==> src/rtl/deq_pkg.sv <==
// Shared types and constants for the double-ended queue.
// No dependencies; imported by every module of the block but deq_mem.
package deq_pkg;

  localparam int DEFAULT_DEPTH      = 64;
  localparam int DEFAULT_DATA_WIDTH = 32;
  localparam int WORD_WIDTH         = 32;
  localparam int OCC_WIDTH          = 7;

  localparam logic signed [WORD_WIDTH-1:0] EMPTY_WORD = '1;

  typedef enum logic [2:0] {
    MODE_PUSH_FRONT = 3'd0,
    MODE_PUSH_BACK  = 3'd1,
    MODE_POP_FRONT  = 3'd2,
    MODE_POP_BACK   = 3'd3,
    MODE_PEEK       = 3'd4
  } deq_mode_t;

  typedef enum logic [1:0] {
    ST_DONE  = 2'd0,
    ST_EMPTY = 2'd1,
    ST_FULL  = 2'd2
  } deq_status_t;

  typedef enum logic [1:0] {
    S_IDLE,
    S_READ,
    S_DONE
  } deq_state_t;

  typedef struct packed {
    logic [2:0]                    mode;
    logic signed [WORD_WIDTH-1:0]  push_value;
  } deq_req_t;

  typedef struct packed {
    logic signed [WORD_WIDTH-1:0]  popped_value;
    deq_status_t                   status;
    logic                          is_empty;
    logic signed [WORD_WIDTH-1:0]  front_value;
    logic signed [WORD_WIDTH-1:0]  back_value;
    logic [OCC_WIDTH-1:0]          occupancy;
  } deq_rsp_t;

endpackage

==> src/rtl/double_ended_queue.sv <==
// Double-ended queue of signed words in a circular slot memory. A push or a
// peek goes from accept to the done state and on to the output register; a
// pop that leaves words behind passes a read state first, which takes the
// new end word from the registered read port of the slot memory. One item
// is in work at a time. The result sits in an output register, so the next
// item is accepted while a result still waits to be taken. Pops on an empty
// queue return -1 with status empty, pushes on a full queue are dropped with
// status full. No clearing pass is needed after reset.
// Depends on deq_pkg, deq_ctrl and deq_mem.
module double_ended_queue import deq_pkg::*; #(
  parameter int DEPTH      = DEFAULT_DEPTH,
  parameter int DATA_WIDTH = DEFAULT_DATA_WIDTH
) (
  input  logic     clk,
  input  logic     rst,
  input  logic     req_valid,
  output logic     req_ready,
  input  deq_req_t req,
  output logic     rsp_valid,
  input  logic     rsp_ready,
  output deq_rsp_t rsp
);

  localparam int AW = $clog2(DEPTH);
  localparam int CW = $clog2(DEPTH + 1);

  logic                         mem_we;
  logic [AW-1:0]                mem_waddr;
  logic signed [DATA_WIDTH-1:0] mem_wdata;
  logic                         mem_re;
  logic [AW-1:0]                mem_raddr;
  logic signed [DATA_WIDTH-1:0] mem_rdata;

  deq_ctrl #(
    .DEPTH      (DEPTH),
    .DATA_WIDTH (DATA_WIDTH),
    .AW         (AW),
    .CW         (CW)
  ) u_ctrl (
    .clk       (clk),
    .rst       (rst),
    .req_valid (req_valid),
    .req_ready (req_ready),
    .req       (req),
    .rsp_valid (rsp_valid),
    .rsp_ready (rsp_ready),
    .rsp       (rsp),
    .mem_we    (mem_we),
    .mem_waddr (mem_waddr),
    .mem_wdata (mem_wdata),
    .mem_re    (mem_re),
    .mem_raddr (mem_raddr),
    .mem_rdata (mem_rdata)
  );

  deq_mem #(
    .DEPTH      (DEPTH),
    .DATA_WIDTH (DATA_WIDTH),
    .AW         (AW)
  ) u_mem (
    .clk   (clk),
    .we    (mem_we),
    .waddr (mem_waddr),
    .wdata (mem_wdata),
    .re    (mem_re),
    .raddr (mem_raddr),
    .rdata (mem_rdata)
  );

endmodule

==> src/rtl/deq_mem.sv <==
// Slot store: one write port, one read port with registered read data.
// Depends on nothing but its parameters.
module deq_mem #(
  parameter int DEPTH      = 64,
  parameter int DATA_WIDTH = 32,
  parameter int AW         = $clog2(DEPTH)
) (
  input  logic                         clk,
  input  logic                         we,
  input  logic [AW-1:0]                waddr,
  input  logic signed [DATA_WIDTH-1:0] wdata,
  input  logic                         re,
  input  logic [AW-1:0]                raddr,
  output logic signed [DATA_WIDTH-1:0] rdata
);

  logic signed [DATA_WIDTH-1:0] slots [DEPTH];

  always_ff @(posedge clk) begin
    if (we) begin
      slots[waddr] <= wdata;
    end
    if (re) begin
      rdata <= slots[raddr];
    end
  end

endmodule

==> src/rtl/deq_ctrl.sv <==
// Pointer, count and end-word registers, sequencer and output register.
// Depends on deq_pkg; drives the ports of deq_mem.
module deq_ctrl import deq_pkg::*; #(
  parameter int DEPTH      = DEFAULT_DEPTH,
  parameter int DATA_WIDTH = DEFAULT_DATA_WIDTH,
  parameter int AW         = $clog2(DEPTH),
  parameter int CW         = $clog2(DEPTH + 1)
) (
  input  logic                         clk,
  input  logic                         rst,
  input  logic                         req_valid,
  output logic                         req_ready,
  input  deq_req_t                     req,
  output logic                         rsp_valid,
  input  logic                         rsp_ready,
  output deq_rsp_t                     rsp,
  output logic                         mem_we,
  output logic [AW-1:0]                mem_waddr,
  output logic signed [DATA_WIDTH-1:0] mem_wdata,
  output logic                         mem_re,
  output logic [AW-1:0]                mem_raddr,
  input  logic signed [DATA_WIDTH-1:0] mem_rdata
);

  localparam logic [AW-1:0] LAST_SLOT = AW'(DEPTH - 1);
  localparam logic [CW-1:0] FULL_CNT  = CW'(DEPTH);

  deq_state_t state, state_next;
  logic [AW-1:0] front_slot, front_slot_next;
  logic [AW-1:0] back_slot, back_slot_next;
  logic [CW-1:0] held_count, held_count_next;
  // copies of the words at both ends, so results never wait on a second read
  logic signed [DATA_WIDTH-1:0] front_word, front_word_next;
  logic signed [DATA_WIDTH-1:0] back_word, back_word_next;
  logic signed [DATA_WIDTH-1:0] popped_word, popped_word_next;
  logic pop_hit, pop_hit_next;
  logic read_front, read_front_next;
  deq_status_t status, status_next;
  logic rsp_valid_next;
  deq_rsp_t rsp_next;

  logic accept, is_push, is_pop, empty, full;
  logic [AW-1:0] front_prev, front_succ, back_prev, back_succ;
  logic signed [DATA_WIDTH-1:0] word_in;

  assign req_ready  = (state == S_IDLE);
  assign accept     = req_valid && req_ready;
  assign is_push    = (req.mode == MODE_PUSH_FRONT) || (req.mode == MODE_PUSH_BACK);
  assign is_pop     = (req.mode == MODE_POP_FRONT) || (req.mode == MODE_POP_BACK);
  assign empty      = (held_count == '0);
  assign full       = (held_count == FULL_CNT);
  assign word_in    = DATA_WIDTH'(req.push_value);
  assign front_prev = (front_slot == '0) ? LAST_SLOT : front_slot - AW'(1);
  assign front_succ = (front_slot == LAST_SLOT) ? '0 : front_slot + AW'(1);
  assign back_prev  = (back_slot == '0) ? LAST_SLOT : back_slot - AW'(1);
  assign back_succ  = (back_slot == LAST_SLOT) ? '0 : back_slot + AW'(1);

  always_ff @(posedge clk) begin
    if (rst) begin
      state      <= S_IDLE;
      front_slot <= '0;
      back_slot  <= '0;
      held_count <= '0;
      rsp_valid  <= 1'b0;
    end else begin
      state      <= state_next;
      front_slot <= front_slot_next;
      back_slot  <= back_slot_next;
      held_count <= held_count_next;
      rsp_valid  <= rsp_valid_next;
    end
  end

  always_ff @(posedge clk) begin
    front_word  <= front_word_next;
    back_word   <= back_word_next;
    popped_word <= popped_word_next;
    pop_hit     <= pop_hit_next;
    read_front  <= read_front_next;
    status      <= status_next;
    rsp         <= rsp_next;
  end

  always_comb begin
    state_next       = state;
    front_slot_next  = front_slot;
    back_slot_next   = back_slot;
    held_count_next  = held_count;
    front_word_next  = front_word;
    back_word_next   = back_word;
    popped_word_next = popped_word;
    pop_hit_next     = pop_hit;
    read_front_next  = read_front;
    status_next      = status;
    rsp_next         = rsp;
    rsp_valid_next   = rsp_valid && !rsp_ready;
    mem_we           = 1'b0;
    mem_waddr        = front_slot;
    mem_wdata        = word_in;
    mem_re           = 1'b0;
    mem_raddr        = front_succ;

    unique case (state)
      S_IDLE: begin
        if (accept) begin
          status_next  = ST_DONE;
          pop_hit_next = 1'b0;
          state_next   = S_DONE;
          if (is_push) begin
            if (full) begin
              status_next = ST_FULL;
            end else if (empty) begin
              mem_we          = 1'b1;
              mem_waddr       = front_slot;
              back_slot_next  = front_slot;
              front_word_next = word_in;
              back_word_next  = word_in;
              held_count_next = CW'(1);
            end else if (req.mode == MODE_PUSH_FRONT) begin
              mem_we          = 1'b1;
              mem_waddr       = front_prev;
              front_slot_next = front_prev;
              front_word_next = word_in;
              held_count_next = held_count + CW'(1);
            end else begin
              mem_we          = 1'b1;
              mem_waddr       = back_succ;
              back_slot_next  = back_succ;
              back_word_next  = word_in;
              held_count_next = held_count + CW'(1);
            end
          end else if (is_pop) begin
            if (empty) begin
              status_next = ST_EMPTY;
            end else begin
              pop_hit_next    = 1'b1;
              held_count_next = held_count - CW'(1);
              // the new end word is read from the store and captured in the read state
              if (req.mode == MODE_POP_FRONT) begin
                popped_word_next = front_word;
                if (held_count != CW'(1)) begin
                  front_slot_next = front_succ;
                  mem_re          = 1'b1;
                  mem_raddr       = front_succ;
                  read_front_next = 1'b1;
                  state_next      = S_READ;
                end
              end else begin
                popped_word_next = back_word;
                if (held_count != CW'(1)) begin
                  back_slot_next  = back_prev;
                  mem_re          = 1'b1;
                  mem_raddr       = back_prev;
                  read_front_next = 1'b0;
                  state_next      = S_READ;
                end
              end
            end
          end
        end
      end
      S_READ: begin
        if (read_front) begin
          front_word_next = mem_rdata;
        end else begin
          back_word_next = mem_rdata;
        end
        state_next = S_DONE;
      end
      S_DONE: begin
        if (!rsp_valid || rsp_ready) begin
          rsp_next.popped_value = pop_hit ? WORD_WIDTH'(popped_word) : EMPTY_WORD;
          rsp_next.status       = status;
          rsp_next.is_empty     = empty;
          rsp_next.front_value  = empty ? EMPTY_WORD : WORD_WIDTH'(front_word);
          rsp_next.back_value   = empty ? EMPTY_WORD : WORD_WIDTH'(back_word);
          rsp_next.occupancy    = OCC_WIDTH'(held_count);
          rsp_valid_next        = 1'b1;
          state_next            = S_IDLE;
        end
      end
      default: begin
        state_next = S_IDLE;
      end
    endcase
  end

endmodule

==> config.mk <==
export PLATFORM = sky130hd
export DESIGN_NAME = double_ended_queue
export DESIGN_NICKNAME = d
export VERILOG_FILES = /design/src/rtl/deq_pkg.sv /design/src/rtl/double_ended_queue.sv /design/src/rtl/deq_mem.sv /design/src/rtl/deq_ctrl.sv
export SDC_FILE = /design/constraint.sdc
export NUM_CORES = 2
export LEC_CHECK = 0
export BUFFER_PORTS_ARGS = -buffer_cell sky130_fd_sc_hd__buf_2
export CORE_ASPECT_RATIO = 1.2
export CORE_MARGIN = 3
export CORE_UTILIZATION = 56
export DETAILED_ROUTE_END_ITERATION = 8
export GPL_TIMING_DRIVEN = 0
export PLACE_DENSITY = 0.75
export SKIP_CTS_REPAIR_TIMING = 1
export SLEW_MARGIN = 20
export SYNTH_ARGS = -nofsm -noshare
export SYNTH_HDL_FRONTEND = slang
export SYNTH_SLANG_ARGS = --single-unit
==> constraint.sdc <==
create_clock -name clk -period 6.5 [get_ports clk]
set_input_delay 0.975 -clock clk [delete_from_list [all_inputs] [get_ports clk]]
set_output_delay 0.975 -clock clk [all_outputs]
set_load 0.03 [all_outputs]
Word-level counts from Yosys, hierarchy flattened
Memory sizes are Yosys's and may differ from the RTL's. A register that Yosys moved wholly into a read port is not among the register bits. Cells that the tools add are included.

Word-level logic and storage cells: 158. Bits in registers: 228. Memories kept: 1. Memory bits (writable): 2048. Output and inout bits: 108.

Memory list: u_mem.slots (depth 64, width 32, rd ports 1, clocked after memory_dff 1, wr ports 1, RTL line deq_mem.sv:17) `logic signed [DATA_WIDTH-1:0] slots [DEPTH];`.

Reduce and logical (&&, ||, !) cells: 27. Bitwise gates (word level): 3. Add/sub/neg operators: 6. Equal/unequal tests: 22. Mux-type cells: 82.

Operator list (number): $mux 32 (13); $mux 6 (33); $pmux 32 s2 (2); $mux 7 (5); $mux 1 (19); $mux 2 (9); $reduce_and 6->1 (3); $reduce_and 8->1 (2); $add 6x1->6 const B (2); $eq 6x6->1 const B (2); $logic_not 6->1 (2); $ne 2x2->1 const B (6); $sub 6x1->6 const B (2); $reduce_and 5->1 (2); $ne 3x3->1 const B (3); $ne 2x1->1 const B (4); $reduce_bool 2->1 (4); $add 7x1->7 const B (1); $eq 7x7->1 const B (1); $logic_not 7->1 (1); $ne 7x1->1 const B (1); $sub 7x1->7 const B (1); $eq 3x2->1 const B (2); $pmux 2 s3 (1); other kinds (11) (19).

Logic depth before layout (Yosys ltp)
Word-level depth: 9. Mapped depth: 16. Depth with buffers taken out: 10.

Modules after synthesis
From an unflattened synthesis, not the netlist that was laid out.

Cells, all modules: 4262. Area, all modules: 89534.6 um^2.

Modules (own cells, without submodules): deq_mem (times used 1, seq. area each 62459.9 um^2, cells each 3511, area each 79359.9 um^2); deq_ctrl (times used 1, seq. area each 6626.4 um^2, cells each 751, area each 10174.8 um^2).

Least setup slack after synthesis
Ideal clock, no wire load.

Path kind: input port to flip-flop. Start: in rsp_ready. End: reg, netlist name u_ctrl.rsp[0]. Data required time: 5.915 ns. Stages on the path: 2. Library setup time: 0.585 ns. Slack: 0.131 ns. Arrival time: 5.784 ns. Cells stage by stage: nand2b_1 nor2b_1.

Longest elaborated chain between the ends: 2.

Ends and longest elaborated chain: start: declaration (RTL line double_ended_queue.sv:20) `input logic rsp_ready,`; $logic_or 1x1->1 (RTL line deq_ctrl.sv:171) `if (!rsp_valid || rsp_ready) begin`; $reduce_and 2->1 (no source line).

No other way between the ends. A chain may end at the register's enable or synchronous reset.

Worst setup path in the final report
Start: reg u_ctrl.held_count[0]. End: reg u_mem.rdata[5], read port of u_mem.slots, data pin.

Longest elaborated chain between the ends: 8. Elaborated cells between the ends (all ways): 15. Classes of those cells: eq/ne (1); mux (13); reduce/logical (1).

Ends and longest elaborated chain: start: declaration (RTL line deq_ctrl.sv:31) `logic [CW-1:0] held_count, held_count_next;`; start signal: assignment (RTL line deq_ctrl.sv:69) `held_count <= held_count_next;`; $ne 7x1->1 (RTL line deq_ctrl.sv:141, deq_ctrl.sv:150); $mux 6 (RTL line deq_ctrl.sv:150) `if (held_count != CW'(1)) begin`; $mux 6 (RTL line deq_ctrl.sv:139) `if (req.mode == MODE_POP_FRONT) begin`; $mux 6 (RTL line deq_ctrl.sv:133) `if (empty) begin`; $mux 6 (RTL line deq_ctrl.sv:132) `end else if (is_pop) begin`; $mux 6 (RTL line deq_ctrl.sv:109) `if (is_push) begin`; $mux 6 (RTL line deq_ctrl.sv:105) `if (accept) begin`; $mux 6 (RTL line deq_ctrl.sv:103) `unique case (state)`; end: declaration (RTL line deq_mem.sv:14) `output logic signed [DATA_WIDTH-1:0] rdata`.

Several ways; a longest one is shown, not always the timed one.

==> flow_summary.rst <==
.. list-table::
   :header-rows: 1

   * - Metric
     - Value
   * - Maximum fanout along the worst path
     - 10
   * - Number of cells on the worst reg-to-reg path
     - 14
   * - Average wire per standard cell
     - 34.3 µm
   * - Wire length of the first global-routing pass
     - between 400000 and 500000 µm
   * - Total of buffers placed on input and output ports
     - approximately 150
   * - Netlist area before placement
     - between 90000 and 100000 µm²
   * - Sequential-to-total area share from yosys stat
     - 0.760
   * - Number of slew-limit violations in the final report
     - 2
   * - Fin area
     - ~100000 µm²
   * - GRT Util Overall
     - 0.365
   * - Setup TNS
     - 0 ns
   * - Delay contributed by the slowest stage of the critical path
     - 0.76 ns
   * - Number of buffers added by the clock tree synthesis step
     - 210
   * - Remaining max-slew budget at the tightest pin
     - -0.0133
   * - Cell taking the most area after synthesis
     - edfxtp_1
   * - Placement Rows
     - between 150 and 200
   * - Synth area leaders
     - edfxtp_1, nand2_1, mux2i_1
   * - Combinational fraction of design power
     - 0.098
   * - Initial antenna violation count
     - between 40 and 50
   * - Critical path destination
     - u_mem.rdata[5]
   * - Wire length on met1
     - between 90000 and 100000 µm
   * - PnR Total Power
     - 31900 µW
   * - Clock latency of the later-clocked register in the worst-skew pair
     - about 0.9 ns
   * - Share of the cycle needed by the critical path after routing
     - 0.978
   * - Tightest Hold Check Type
     - in -> reg
   * - Result of the run
     - finished, violations left
   * - Layout Nets
     - around 6700
   * - Largest net degree at the start of global routing
     - 66
   * - Cell area after placement
     - 97700 µm²
   * - Layout Skew
     - between 0.06 and 0.07 ns
   * - Placeable Area
     - approximately 160000 µm²
   * - Type of element launching the critical path
     - register
   * - End of the worst register-to-register path
     - u_mem.rdata[5]
   * - Total placed cells including tap cells
     - 8585
   * - Cell Count, Final, Fillers Out
     - ~9000
   * - Internal reg-to-reg setup slack
     - roughly 0.14 ns
   * - Crit path cell chain
     - inv_1, ha_1, o21bai_1, o211a_1, clkbuf_1, nor2_1, a22oi_1, buf_2, buf_2, clkbuf_1, a21oi_1, nor4_2, nor3_1, o211a_1
   * - Required time reported for the critical path endpoint
     - around 7 ns
   * - Type of destination of the critical path
     - register
   * - Slew of the pin with the lowest slew margin
     - 1.51 ns
   * - Bufs on Longest Clock Path
     - 3
   * - Dpl hpwl
     - around 210000 µm
   * - DRC violations left
     - 0
   * - Worst path buffer plus inverter count
     - 5
   * - Post-synth EDFFs
     - ~2300
   * - Post-synthesis average cell area
     - between 10 and 15 µm²
   * - Stages on the worst setup path
     - 14
   * - Net Count, Synth
     - approximately 6200
   * - Post-synth top area share
     - 0.755
   * - 1st-iter DRT viols
     - slightly above 10000
   * - P per Cell Area
     - between 300 and 400 nW/µm²
   * - Vias/cell
     - between 6 and 7
   * - DIE WIDTH
     - 374 µm
   * - Count of final hold-check violations
     - 0
   * - Growth of design area from synthesis to finish
     - 15.1%
   * - Yosys reg bits
     - roughly 2300
   * - Switching fraction of total power
     - 0.249
   * - Clk slew on worst S/H paths
     - ~0.060 ns
   * - Die outline height
     - approximately 450 µm
   * - TritonCTS clock tree
     - yes
   * - Sequential fraction of design power
     - 0.520
   * - Number of vias after detailed routing
     - 60345
   * - Length of the first detailed-routing pass in iterations
     - 8
   * - Critical path class
     - reg -> reg
   * - Most frequent cells after synthesis
     - edfxtp_1, nand2_1, a21oi_1, nand3_1, mux2i_1
   * - Highest metal layer with signal wires
     - met5
   * - Most frequent cell after synthesis
     - edfxtp_1
   * - Final worst path period need
     - ~6.4 ns
   * - Routed wire length
     - 309000 µm
   * - Crit path arrival time
     - slightly below 7 ns
   * - Number of warning messages in the yosys log
     - 0
   * - Violated checks
     - max-capacitance violations, max-slew violations
   * - Top delay family on crit path
     - buffers and inverters
   * - RSZ-0062 raised after global routing
     - no
   * - Highest Clock Rate
     - around 160 MHz
   * - Final-report setup violation count
     - 0
   * - Fraction of final layout cells sized beyond drive strength 1
     - 0.141
   * - Cell leakage power
     - between 0.03 and 0.04 µW
   * - Detailed route wirelength on metal2
     - between 100000 and 150000 µm
   * - Fraction of power consumed by the clock network
     - 0.382
   * - Met3 routed WL
     - around 42000 µm
   * - Sinks on the clock net
     - approximately 2300
   * - CTS root buf
     - clkbuf_16
   * - Number of global-route vias before repair
     - around 57000
   * - Net switching power
     - ~8000 µW
   * - Weighted congestion reported at the end of routability-driven placement
     - roughly 1.0
   * - Area of the die
     - ~170000 µm²
   * - Number of maximum-capacitance violations
     - 1
   * - Post-detailed-route count of antenna-violating nets
     - 0
   * - Largest vdd supply drop
     - ~320 µV
   * - Primary flip-flop cell chosen by synthesis mapping
     - edfxtp_1
   * - Share of flip-flops with an asynchronous set or reset after synthesis
     - 0
   * - Grt total ovfl
     - 0
   * - Starting density of the core
     - 0.565
   * - Total I/O pin count
     - between 100 and 150
   * - Crit path max-delay cell type
     - nor4_2
   * - Pint
     - between 20000 and 25000 µW
   * - Cell count after synthesis
     - between 6000 and 7000
   * - Start point of the critical path
     - u_ctrl.held_count[0]
   * - Count of H-tree levels built during CTS
     - 4
   * - Launching point of the worst reg2reg path
     - u_ctrl.held_count[0]
   * - Distinct cell type count after synthesis
     - 66
## final cells by class
type	count	area, µm²
multi-input combinational	3477	21000
clock inverter	123	1240
inverter	14	52.6
fill	10950	56300
timing repair buffer	287	3330
tap	2119	2650
buffer	382	1710
antenna	28	70.1
sequential	2308	69100
clock buffer	261	5490
## kinds of logic after synthesis
logic type,synth area share
adders and majority gates,0.00138
AOI/OAI and AO/OA,0.0635
buffers and inverters,0.0192
muxes,0.0556
DFF,0.760
and+or+nand+nor,0.0994
xor gates and xnor gates,0.000867
## state kept, by name, indices dropped and copies added, names as in the netlist
signal / flops
u_ctrl.popped_word: 32
u_ctrl.rsp_valid: 1
u_ctrl.held_count: 7
u_mem.slots: 2048
u_ctrl.state: 2
u_ctrl.front_slot: 6
u_ctrl.back_word: 32
u_ctrl.pop_hit: 1
u_ctrl.rsp: 106
u_mem.rdata: 32
u_ctrl.back_slot: 6
u_ctrl.read_front: 1
u_ctrl.front_word: 32
u_ctrl.status: 2
## power groups by stage
| stage | Clock, µW | Sequential (µW) | Combinational, µW |
|---|---|---|---|
| floorplan | 0 | 17000 | 1370 |
| detailed placement | 0 | 16900 | 2960 |
| finish | 12200 | 16600 | 3120 |
| global placement | 0 | 16900 | 2790 |
| CTS | 12200 | 16600 | 2980 |
| global route | 12700 | 16600 | 3190 |
## worst register-to-register path, cell delays in order (launching register included)
cell and delay [ns]:
dfxtp_1 0.48, inv_1 0.13, ha_1 0.26, o21bai_1 0.34
o211a_1 0.20, clkbuf_1 0.36, nor2_1 0.19, a22oi_1 0.59
buf_2 0.66, buf_2 0.71, clkbuf_1 0.45, a21oi_1 0.10
nor4_2 0.76, nor3_1 0.38, o211a_1 0.45
## stage by stage
stage          utilization  hold slack (ns)  worst slack (ns)
2_1_floorplan            -            0.400             0.131
3_3_place_gp         0.586            0.404             -1.47
3_5_place_dp         0.607            0.408             0.110
4_1_cts              0.649            0.295             0.514
5_1_grt              0.650            0.327             0.229
6_report             0.650            0.311             0.140
## cells in the final DEF (no fill, tap or decap), drive strengths merged, types with 124 or more instances in the layout
cell type  netlist  routed
buf            154     435
nand2         1318    1318
a21oi          481     481
nor2           124     124
nor3           125     125
a2111oi        127     127
edfxtp        2286    2286
mux2i          335     335
clkbuf         228     491
nand3          348     348
## worst min-delay path by stage
stage	from	to	slack, ns	cells past startpoint
5_1_grt	rst	u_ctrl.state[0]	0.33	2
3_3_place_gp	u_ctrl.status[1]	u_ctrl.rsp[73]	0.40	0
3_5_place_dp	u_ctrl.status[1]	u_ctrl.rsp[73]	0.41	0
6_report	rst	u_ctrl.state[0]	0.31	2
2_1_floorplan	u_ctrl.status[0]	u_ctrl.rsp[72]	0.40	0
4_1_cts	rst	u_ctrl.state[0]	0.29	2
## metal layers
layer,up-vias,GRT usage
met5,-,0
met4,22,0.283
met3,1200,0.124
met2,5045,0.560
met1,29580,0.425
li1,24498,-
Power figures use the tool's default switching activity.
